==> config.mk <==
export PLATFORM = sky130hd
export DESIGN_NAME = ntcsr_front
export DESIGN_NICKNAME = d
export VERILOG_FILES = /design/src/rtl/core/ntcsr_pkg.sv /design/src/rtl/core/ntcsr_front.sv
export SDC_FILE = /design/constraint.sdc
export NUM_CORES = 1
export LEC_CHECK = 0
export BUFFER_PORTS_ARGS = -buffer_cell sky130_fd_sc_hd__buf_2
export CAP_MARGIN = 20
export CORE_MARGIN = 2
export CORE_UTILIZATION = 25
export DETAILED_ROUTE_END_ITERATION = 16
export GPL_TIMING_DRIVEN = 0
export PLACE_DENSITY_LB_ADDON = 0.12
export SLEW_MARGIN = 15
export SYNTH_ARGS = -nofsm -noshare
export SYNTH_HDL_FRONTEND = slang
export SYNTH_SLANG_ARGS = --single-unit
==> constraint.sdc <==
create_clock -name clock -period 2.4 [get_ports clock]
set_clock_uncertainty 0.2 [all_clocks]
set_input_delay 0 -clock clock [delete_from_list [all_inputs] [get_ports clock]]
set_output_delay 0 -clock clock [all_outputs]
set_load 0.1 [all_outputs]
==> src/rtl/core/ntcsr_pkg.sv <==
package ntcsr_pkg;

   localparam int unsigned CHANNELS_DEF      = 2;
   localparam int unsigned TABLE_ENTRIES_DEF = 167;
   localparam int unsigned ROM_SIZE          = 167;
   localparam int unsigned QUEUE_DEPTH       = 2;

   localparam int unsigned RES_W   = 16;
   localparam int unsigned ROM_W   = 20;
   localparam int unsigned IDX_W   = 8;
   localparam int unsigned TEMP_W  = 10;
   localparam int unsigned CFG_W   = 8;
   localparam int unsigned CSR_A_W = 1;

   localparam logic signed [CFG_W-1:0] DEGREE_OFFSET_RST = -8'sd55;
   localparam logic [CFG_W-1:0]        JUMP_LIMIT_RST    = 8'd15;

   // register indexes on the csr port
   localparam logic [CSR_A_W-1:0] CSR_DEGREE_OFFSET = 1'b0;
   localparam logic [CSR_A_W-1:0] CSR_JUMP_LIMIT    = 1'b1;

   typedef struct packed {
      logic             usable;
      logic             channel;
      logic [RES_W-1:0] resistance;
   } item_type;

   typedef enum logic [2:0] {
      B_IDLE,
      B_CLAMP,
      B_SEARCH,
      B_RAW,
      B_APPLY
   } back_state_type;

   // descending resistance table, entries past the stored ones read as zero
   function automatic logic [ROM_W-1:0] rom_read(input logic [IDX_W-1:0] i);
      logic [ROM_W-1:0] v;
      unique case (i)
         8'd0:   v = 20'h6F7A6;  8'd1:   v = 20'h68047;  8'd2:   v = 20'h60EA9;
         8'd3:   v = 20'h5A35F;  8'd4:   v = 20'h53EE9;  8'd5:   v = 20'h4E181;
         8'd6:   v = 20'h48B19;  8'd7:   v = 20'h43B6A;  8'd8:   v = 20'h3F207;
         8'd9:   v = 20'h3AE72;  8'd10:  v = 20'h37026;  8'd11:  v = 20'h336A2;
         8'd12:  v = 20'h30171;  8'd13:  v = 20'h2D027;  8'd14:  v = 20'h2A266;
         8'd15:  v = 20'h277DD;  8'd16:  v = 20'h25046;  8'd17:  v = 20'h22B62;
         8'd18:  v = 20'h208FC;  8'd19:  v = 20'h1E8E4;  8'd20:  v = 20'h1CAF0;
         8'd21:  v = 20'h1AEF9;  8'd22:  v = 20'h194DD;  8'd23:  v = 20'h17C7A;
         8'd24:  v = 20'h165B3;  8'd25:  v = 20'h1506B;  8'd26:  v = 20'h13C88;
         8'd27:  v = 20'h129F2;  8'd28:  v = 20'h11891;  8'd29:  v = 20'h1084E;
         8'd30:  v = 20'h0F917;  8'd31:  v = 20'h0EAD9;  8'd32:  v = 20'h0DD80;
         8'd33:  v = 20'h0D0FE;  8'd34:  v = 20'h0C544;  8'd35:  v = 20'h0BA42;
         8'd36:  v = 20'h0AFEE;  8'd37:  v = 20'h0A63A;  8'd38:  v = 20'h09D1C;
         8'd39:  v = 20'h09489;  8'd40:  v = 20'h08C7A;  8'd41:  v = 20'h084E4;
         8'd42:  v = 20'h07DC1;  8'd43:  v = 20'h07709;  8'd44:  v = 20'h070B5;
         8'd45:  v = 20'h06ABF;  8'd46:  v = 20'h06522;  8'd47:  v = 20'h05FD7;
         8'd48:  v = 20'h05ADA;  8'd49:  v = 20'h05627;  8'd50:  v = 20'h051B8;
         8'd51:  v = 20'h04D8A;  8'd52:  v = 20'h04999;  8'd53:  v = 20'h045E1;
         8'd54:  v = 20'h0425F;  8'd55:  v = 20'h03F0F;  8'd56:  v = 20'h03BEF;
         8'd57:  v = 20'h038FC;  8'd58:  v = 20'h03632;  8'd59:  v = 20'h03391;
         8'd60:  v = 20'h03114;  8'd61:  v = 20'h02EBA;  8'd62:  v = 20'h02C81;
         8'd63:  v = 20'h02A67;  8'd64:  v = 20'h0286A;  8'd65:  v = 20'h02687;
         8'd66:  v = 20'h024BF;  8'd67:  v = 20'h0230F;  8'd68:  v = 20'h02175;
         8'd69:  v = 20'h01FF0;  8'd70:  v = 20'h01E80;  8'd71:  v = 20'h01D22;
         8'd72:  v = 20'h01BD7;  8'd73:  v = 20'h01A9B;  8'd74:  v = 20'h01970;
         8'd75:  v = 20'h01853;  8'd76:  v = 20'h01745;  8'd77:  v = 20'h01643;
         8'd78:  v = 20'h0154F;  8'd79:  v = 20'h01465;  8'd80:  v = 20'h01388;
         8'd81:  v = 20'h012B4;  8'd82:  v = 20'h011EB;  8'd83:  v = 20'h0112B;
         8'd84:  v = 20'h01074;  8'd85:  v = 20'h00FC5;  8'd86:  v = 20'h00F1E;
         8'd87:  v = 20'h00E80;  8'd88:  v = 20'h00DE8;  8'd89:  v = 20'h00D57;
         8'd90:  v = 20'h00CCD;  8'd91:  v = 20'h00C49;  8'd92:  v = 20'h00BCB;
         8'd93:  v = 20'h00B52;  8'd94:  v = 20'h00ADF;  8'd95:  v = 20'h00A71;
         8'd96:  v = 20'h00A08;  8'd97:  v = 20'h009A4;  8'd98:  v = 20'h00944;
         8'd99:  v = 20'h008E8;  8'd100: v = 20'h00890;  8'd101: v = 20'h0083C;
         8'd102: v = 20'h007EC;  8'd103: v = 20'h0079F;  8'd104: v = 20'h00755;
         8'd105: v = 20'h0070F;  8'd106: v = 20'h006CB;  8'd107: v = 20'h0068B;
         8'd108: v = 20'h0064D;  8'd109: v = 20'h00611;  8'd110: v = 20'h005D9;
         8'd111: v = 20'h005A2;  8'd112: v = 20'h0056E;  8'd113: v = 20'h0053C;
         8'd114: v = 20'h0050D;  8'd115: v = 20'h004DF;  8'd116: v = 20'h004B3;
         8'd117: v = 20'h00489;  8'd118: v = 20'h00460;  8'd119: v = 20'h00439;
         8'd120: v = 20'h00414;  8'd121: v = 20'h003F0;  8'd122: v = 20'h003CE;
         8'd123: v = 20'h003AD;  8'd124: v = 20'h0038D;  8'd125: v = 20'h0036E;
         8'd126: v = 20'h00351;  8'd127: v = 20'h00335;  8'd128: v = 20'h0031A;
         8'd129: v = 20'h00300;  8'd130: v = 20'h002E7;  8'd131: v = 20'h002CE;
         8'd132: v = 20'h002B7;  8'd133: v = 20'h002A1;  8'd134: v = 20'h0028B;
         8'd135: v = 20'h00276;  8'd136: v = 20'h00262;  8'd137: v = 20'h0024F;
         8'd138: v = 20'h0023D;  8'd139: v = 20'h0022B;  8'd140: v = 20'h00219;
         8'd141: v = 20'h00209;  8'd142: v = 20'h001F9;  8'd143: v = 20'h001E9;
         8'd144: v = 20'h001DA;  8'd145: v = 20'h001CC;  8'd146: v = 20'h001BE;
         8'd147: v = 20'h001B0;  8'd148: v = 20'h001A3;  8'd149: v = 20'h00196;
         8'd150: v = 20'h0018A;  8'd151: v = 20'h0017F;  8'd152: v = 20'h00173;
         8'd153: v = 20'h00168;  8'd154: v = 20'h0015E;  8'd155: v = 20'h00153;
         8'd156: v = 20'h0014A;  8'd157: v = 20'h00140;  8'd158: v = 20'h00137;
         8'd159: v = 20'h0012E;  8'd160: v = 20'h00125;  8'd161: v = 20'h0011D;
         8'd162: v = 20'h00115;  8'd163: v = 20'h0010D;  8'd164: v = 20'h00105;
         8'd165: v = 20'h000FE;  8'd166: v = 20'h000F7;
         default: v = '0;
      endcase
      return v;
   endfunction

endpackage

==> src/rtl/core/ntcsr_front.sv <==
module ntcsr_front #(
   parameter int unsigned CHANNELS = ntcsr_pkg::CHANNELS_DEF
) (
   input  logic                       clock,
   input  logic                       reset,
   input  logic                       req_valid,
   output logic                       req_stall,
   input  logic                       req_channel,
   input  logic [ntcsr_pkg::RES_W-1:0] req_resistance,
   input  logic                       req_reading_ok,
   input  logic                       q_pop,
   output logic                       q_valid,
   output ntcsr_pkg::item_type        q_item
);
   import ntcsr_pkg::*;

   localparam int unsigned PTR_W = (QUEUE_DEPTH > 1) ? $clog2(QUEUE_DEPTH) : 1;
   localparam int unsigned CNT_W = $clog2(QUEUE_DEPTH + 1);

   item_type           slot_ff [QUEUE_DEPTH];
   logic [PTR_W-1:0]   wr_ptr_ff, wr_ptr_in;
   logic [PTR_W-1:0]   rd_ptr_ff, rd_ptr_in;
   logic [CNT_W-1:0]   count_ff, count_in;
   logic               push;
   logic               pop;
   item_type           incoming;

   assign req_stall = (count_ff == CNT_W'(QUEUE_DEPTH));
   assign q_valid   = (count_ff != '0);
   assign q_item    = slot_ff[rd_ptr_ff];
   assign push      = req_valid && !req_stall;
   assign pop       = q_pop && q_valid;

   // classify on entry: bad reads and unknown channels skip the search
   always_comb begin
      incoming.channel    = req_channel;
      incoming.resistance = req_resistance;
      incoming.usable     = req_reading_ok && (int'(req_channel) < int'(CHANNELS));
   end

   always_comb begin
      wr_ptr_in = wr_ptr_ff;
      rd_ptr_in = rd_ptr_ff;
      if (push) begin
         wr_ptr_in = (wr_ptr_ff == PTR_W'(QUEUE_DEPTH - 1)) ? '0 : wr_ptr_ff + 1'b1;
      end
      if (pop) begin
         rd_ptr_in = (rd_ptr_ff == PTR_W'(QUEUE_DEPTH - 1)) ? '0 : rd_ptr_ff + 1'b1;
      end
      count_in = count_ff + CNT_W'(push) - CNT_W'(pop);
   end

   always_ff @(posedge clock) begin
      if (reset) begin
         wr_ptr_ff <= '0;
         rd_ptr_ff <= '0;
         count_ff  <= '0;
      end else begin
         wr_ptr_ff <= wr_ptr_in;
         rd_ptr_ff <= rd_ptr_in;
         count_ff  <= count_in;
      end
   end

   always_ff @(posedge clock) begin
      if (push) begin
         slot_ff[wr_ptr_ff] <= incoming;
      end
   end

endmodule

==> results of run 1 <==
-- state kept, by name, indices dropped and copies added, names as in the netlist, named ones only --
register   count
slot_ff       36
rd_ptr_ff      1
wr_ptr_ff      1
count_ff       2
-- final timing paths --
check	slack [ps]	cells past startpoint	start	to
hold / removal	240	2	req_resistance[15]	slot_ff[1][15]
setup / recovery	370	4	count_ff[0]	slot_ff[0][13]
setup reg to reg	370	4	count_ff[0]	slot_ff[0][13]
hold reg to reg	290	2	wr_ptr_ff	wr_ptr_ff
-- cell type report --
type                    count  area share (%)
inverters                   4           0.705
clock inverters             1           0.235
clock buffers               7            3.59
well taps                  75            4.41
flip-flops and latches     41            55.5
plain buffers               2           0.764
multi-input cells          36            15.3
repair buffers             62            19.5
-- through the flow --
step / area [sq um] / util (%) / instances / hold WS, ps
final: 2130 / 35.9 / 228 / 237
after global routing: 2130 / 35.9 / 228 / 228
after CTS: 2130 / 35.9 / 228 / 227
after detailed placement: 1840 / 31.0 / 199 / -6.09
after global placement: 1840 / 31.0 / 199 / -10.8
after floorplan: 1540 / - / 83 / -131
-- layer usage --
metal | vias up | global-route usage [%] | part of all wire [%]
met5 | - | 0 | 0
li1 | 443 | - | -
met1 | 432 | 8.11 | 39
met4 | 0 | 4.00 | 2.0
met3 | 6 | 3.15 | 4.8
met2 | 21 | 16.4 | 55
-- cells by family (layout without fill, tap and decap cells) --
kind of cell             after synthesis  after routing
buffers and inverters                  6             76
AND/OR/NAND/NOR                       11             11
AO/OA/AOI/OAI                          3              3
XOR/XNOR                               2              2
flip-flops                            41             41
multiplexers                          18             18
adder cells (fa/ha/maj)                2              2
-- what timing repair did --
item | in CTS | in global routing
endpoints found under the hold margin | 41 | 0
setup endpoints to repair | 0 | 0
hold buffers | 21 | 0
-- cells in the mapped netlist --
| cell | n |
|---|---|
| sky130_fd_sc_hd__inv_1 | 3 |
| sky130_fd_sc_hd__and3_2 | 1 |
| sky130_fd_sc_hd__buf_2 | 1 |
| sky130_fd_sc_hd__nor2_1 | 3 |
| sky130_fd_sc_hd__buf_6 | 1 |
| sky130_fd_sc_hd__edfxtp_1 | 36 |
| sky130_fd_sc_hd__o21a_2 | 1 |
| sky130_fd_sc_hd__a21oi_1 | 1 |
| sky130_fd_sc_hd__o21ai_0 | 1 |
| sky130_fd_sc_hd__xor2_1 | 1 |
| sky130_fd_sc_hd__inv_2 | 1 |
| sky130_fd_sc_hd__and2_1 | 1 |
| sky130_fd_sc_hd__nand2_1 | 1 |
| sky130_fd_sc_hd__mux2_1 | 18 |
| sky130_fd_sc_hd__nand2b_2 | 1 |
| sky130_fd_sc_hd__or3_1 | 1 |
| sky130_fd_sc_hd__dfxtp_1 | 5 |
| sky130_fd_sc_hd__nor3_1 | 1 |
| sky130_fd_sc_hd__xnor2_1 | 1 |
| sky130_fd_sc_hd__or2_2 | 1 |
| sky130_fd_sc_hd__ha_1 | 2 |
| sky130_fd_sc_hd__nor2b_1 | 1 |
==> summary by stage, run 1 <==
Status
The run finished with clean final reports.

Clock tree
Clock tree synthesis inserted a total of 5 buffers. TritonCTS built the clock tree. The cell sitting at the root of the clock tree is a sky130_fd_sc_hd__clkbuf_8. In this run the number of H-tree levels came out at 2.

The clock input transition at the sequential cells of the worst setup and hold paths is ~70 ps. The clock network latency to the later pin of the worst-skew pair is around 280 ps. The count of clock tree sinks is around 40. The number of post-CTS setup repair buffers is 0. The longest clock path from root to sink contains 2 buffers.

The post-cts gate resize count is 0.

Placement
The routability congestion estimate is 0.567. The count of buffers added on input and output ports is 41. The setup slack at placement is between 300 and 400 ps.

Synthesis
The combinational family with the most area after synthesis is multiplexers. After synthesis, the mean cell area works out to approximately 19 sq um. The compound-cell area share of the yosys netlist is between 1 and 1.5%. The synthesized net count is ~110.

The biggest area contributor in the post-synthesis netlist is sky130_fd_sc_hd__edfxtp_1. The number of different library cells used by synthesis comes to 22. The post-synthesis mux area share is around an eighth.

The synthesized design contains 41 register bits. For this run, the register share of the synthesized area comes to 76.8%. The share of synthesized cell area in and, or, nand and nor gates is about 4.0%.

During synthesis, Yosys emitted a total of 0 warnings. By area the synthesized netlist is led by sky130_fd_sc_hd__edfxtp_1, sky130_fd_sc_hd__mux2_1, sky130_fd_sc_hd__dfxtp_1. Synthesis handed over a netlist of 83 instances. The adder and majority cell fraction of the synthesized area is under 10%. After synthesis, the largest area contributor takes up 70.3% of total cell area. The cell area that synthesis handed to floorplanning was 1540 sq um. After Yosys synthesis, XOR and XNOR cells account for around 1.1% of the synthesized area.

Finish
The count of fill cells added during filler insertion is roughly 570. The post-layout net count is 176. The antenna diode count is 0. The share of final-layout standard cells stronger than drive strength 1 is a little over a third.

Relative to the synthesized area, the layout overhead comes to 38.4%. The library cells used most frequently in the layout, excluding fill and tap cells, are sky130_fd_sc_hd__buf_2, sky130_fd_sc_hd__edfxtp_1, sky130_fd_sc_hd__dlygate4sd3_1. Leaving out fill and tap cells, the most frequent cell in the layout is sky130_fd_sc_hd__buf_2. The area of the multi-input gates is approximately 330 sq um. Registers take approximately 1200 sq um.

Setup path
Among all stages on the critical path, the largest delay is contributed by sky130_fd_sc_hd__inv_1. Traced cell by cell, the critical path runs through nand2b_2, inv_2, or3_1, inv_1. Grouping stages by cell kind, the critical path spends the most delay in buffers and inverters.

The number of buffers and inverters on the critical path is 2. The critical path arrival is about 1700 ps. In this design, the stage delay of the slowest critical-path cell is 570 ps. The critical path data required time is 2110 ps.

The kind of end point of the critical path is a flip-flop. The top fanout value on the critical path is 18. The worst setup path is of the flip-flop to flip-flop kind.

STA classifies the critical path startpoint as a flip-flop.

Floorplanning
For this design the top-level I/O count stands at 42. The floorplan step defined a die boundary enclosing between 6000 and 7000 sq um. The core region is approximately 5900 sq um.

Once the floorplan was initialized, standard cells occupied approximately a quarter of the core. The number of rows in the core area is 28. The floorplan die width is approximately 82 microns. The die height is 82.4 microns.

STA
Setup repair after global routing left no endpoint under its margin. The hold violation count in the final report is 0. At the pin with the least slew margin, the transition time is approximately 750 ps. Across all setup checks in the final design, the least slack found is around 370 ps. The sum of negative setup slack is 0 ps.

The final clock period utilization by the worst path is between 80% and 90%. The final critical-path required period is 2030 ps. The worst slew margin relative to its limit is 49.8%.

Setup violations remaining at the end of the flow were counted as 0. The number of max-slew violations in the final report is 0. The maximum clock frequency is between 400 and 500 MHz.

Global routing
The global router's overall resource usage is under 10%. The first-pass GRT wire length is 4.15 mm. Entering global routing, the biggest net connects 19 pins. The via count of the first global-routing pass is approximately 930. The initial antenna violation count is 0.

The sum of overflow across all layers after global routing is 0.

Drt
The post-detailed-route wirelength per cell is 11.9 microns. The overall via count from detail_route is 902. In the routed design, unresolved DRC markers number 0.

The detail route stage leaves a number of antenna-violating nets equal to 0. The first TritonRoute pass finished after 4 iterations. In this run, the number of DRC markers left after iteration 0 of detailed routing was 6. Dividing the detail-routed via count by the number of cells gives slightly below 4. The total routed wirelength is about 2.7 mm.

Flow run
The total of max-cap violations is 0.

Hold path
The type of the most critical hold path is input pin to flip-flop.
Power of run 1 is left out: the tool's default activity adds up to more than one toggle a clock period on the data nets, which glitch-free logic cannot reach.
==> inputs of run 2 (changes only) <==
==> constraint.sdc (replaced) <==
create_clock -name clock -period 2.01 [get_ports clock]
set_clock_uncertainty 0.2 [all_clocks]
set_input_delay 0 -clock clock [delete_from_list [all_inputs] [get_ports clock]]
set_output_delay 0 -clock clock [all_outputs]
set_load 0.1 [all_outputs]
==> summary by stage, run 2 (synthesis gave the netlist of run 1 again) <==
Finish
Compared with the post-synthesis result, the final layout area differs by 38.6%. The share of final-layout standard cells stronger than drive strength 1 came to 35.9% (+0.65 points). The post-layout net count is 176 (unchanged). The antenna diode count came to 0 (unchanged). The largest registers in the layout are slot_ff (36), count_ff (2). The most common library cell in the layout ignoring fill and taps is sky130_fd_sc_hd__buf_2. Leaving out fill and tap cells, the most frequent cells in the layout are sky130_fd_sc_hd__buf_2, sky130_fd_sc_hd__edfxtp_1, sky130_fd_sc_hd__dlygate4sd3_1. The number of flip-flops in the largest register is 36 (unchanged). Counting flops per register, the top entry is slot_ff.

Floorplanning
The area of the die is 6790 sq um (unchanged). The top-level port count is 42 (unchanged). The floorplan die width is 82.4 microns (unchanged).

The initial core utilization is 26.0% (unchanged). The number of rows in the core area is 28 (unchanged). The die height came to 82.4 microns (unchanged). The core region area was 5920 sq um (unchanged).

STA
Setup repair after global routing left no endpoint under its margin. The setup slack of the critical path after layout is 171 ps (-202 ps). The sum of negative setup slack is 0 ps (unchanged).

The final critical path takes up between 90% and 100% of the cycle. The total setup violations reported at the end of the flow came to 0 (unchanged). Timing would allow up to about 540 MHz.

The worst slew margin relative to its limit was 67.1% (+17 points). The hold violation count in the final report is 0 (unchanged). After layout, the minimum clock period comes to around 1800 ps. The number of max-slew violations in the final report came to 0 (unchanged). The transition at the pin with the smallest max-transition slack is 497 ps (-255 ps).

Setup path
The worst setup path is launched from a flip-flop. The most critical setup path has its endpoint at q_item[15]. The startpoint of the worst-slack reg-to-reg timing path is count_ff[0]. The critical path data required time is 1810 ps (-300 ps). The register-to-register path setup slack came to 200 ps (-170 ps). The number of cells on the worst reg-to-reg path is 4 (unchanged). The critical path arrival is 1640 ps (-100 ps).

The capture point of the worst reg-to-reg path is slot_ff[0][13]. The kind of end point of the critical path is an output port. The top fanout value on the critical path is 10 (-8).

The kind of critical path is flip-flop to output port.

Drt
The number of optimization iterations in the first detailed-route pass is 3 (-1). The post-detailed-route via-to-cell ratio is 3.95 (-0.11%). The residual antenna-violating net count after detailed routing was 0 (unchanged). The overall via count from detail_route is 901 (-0.11%). The post-detailed-route wirelength per cell is 11.9 microns (about the same). The total routed wirelength was 2.70 mm (about the same). The remaining design rule violation count is 0 (unchanged).

The count of routing violations after the opening detailed-route iteration is 5 (-1).

Global routing
The global router's overall resource usage was 8.63% (unchanged). The maximum number of pins on one net before global-route repair came to 19 (unchanged). The met2 usage in global routing is 16.4% (unchanged). The met3 routing resource usage after global routing was 3.15% (unchanged). The via count of the first global-routing pass came to 929 (unchanged).

The met1 track demand over resource is 8.11% (unchanged). met2 is the most crowded layer. The initial antenna violation count is 0 (unchanged). The first-pass GRT wire length is 4.15 mm (unchanged). The sum of overflow across all layers after global routing came to 0 (unchanged).

Placement
The setup slack at placement was -56.2 ps (-390 ps). The number of buffers inserted by port buffering came to 41 (unchanged). The routability congestion estimate is 0.567 (unchanged).

Clock tree
The tree is rooted in a sky130_fd_sc_hd__clkbuf_8. The count of clock tree sinks was 41 (unchanged). The clock network latency to the later pin of the worst-skew pair is 280 ps (about the same).

The clock buffer count from CTS is 5 (unchanged). The maximum clock path buffer count came to 2 (unchanged). The clock tree from TritonCTS is built.

The clock input transition at the sequential cells of the worst setup and hold paths is 70 ps (about the same). The number of post-CTS setup repair buffers is 0 (unchanged). The deepest level of the CTS H-tree is 2 (unchanged).

Status
The run finished with clean final reports.

Hold path
In this run the worst hold path is classified as input pin to flip-flop.

Flow run
The total of max-cap violations is 0 (unchanged).
-- run 2: per-layer routing --
| metal | up-vias | share of wire (%) |
|---|---|---|
| met2 | 21 | 55 |
| met1 | 431 | 39 |
| met5 | - | 0 |
| li1 | 443 | - |
| met3 | 6 | 4.8 |
| met4 | 0 | 2.0 |
-- run 2: worst min-delay path by stage --
stage,start,to,slack [ps],cells after the start
after floorplan,reset,wr_ptr_ff,-130,1
after global placement,req_reading_ok,slot_ff[1][17],-10,1
after detailed placement,req_resistance[8],slot_ff[1][8],-6,1
after CTS,req_resistance[3],slot_ff[1][3],230,2
after global routing,req_resistance[14],slot_ff[0][14],230,2
final,req_resistance[15],slot_ff[1][15],240,2
-- run 2: area by class of cell --
cell class	instances	area (sq um)
Buffer	2	16.3
Clock buffer	7	76.3
Clock inverter	1	5.00
Fill cell	570	3790
Inverter	4	18.8
Multi-Input combinational cell	36	325
Sequential cell	41	1180
Tap cell	75	93.8
Timing Repair Buffer	62	415
-- run 2: critical path, cell delays in order, from the launching register on --
cell and delay, ps:
sky130_fd_sc_hd__dfxtp_1 300, sky130_fd_sc_hd__buf_2 230, sky130_fd_sc_hd__buf_6 200, sky130_fd_sc_hd__mux2_1 330
sky130_fd_sc_hd__buf_2 290
-- run 2: metrics by stage --
step	hold WS [ps]	utilization [%]	cell area, sq um	std cells
after floorplan	-131	-	1540	83
after global placement	-10.8	31.0	1840	199
after detailed placement	-6.09	31.0	1840	199
after CTS	227	36.0	2130	228
after global routing	228	36.0	2130	228
final	237	36.0	2130	228
-- run 2: repair_timing --
| action | CTS | global route |
|---|---|---|
| endpoints found under the setup margin | 18 | 0 |
| hold endpoints to repair | 41 | 0 |
| gates resized for setup | 1 | 0 |
| hold buffers | 21 | 0 |
Power of run 2 is left out for the same reason.
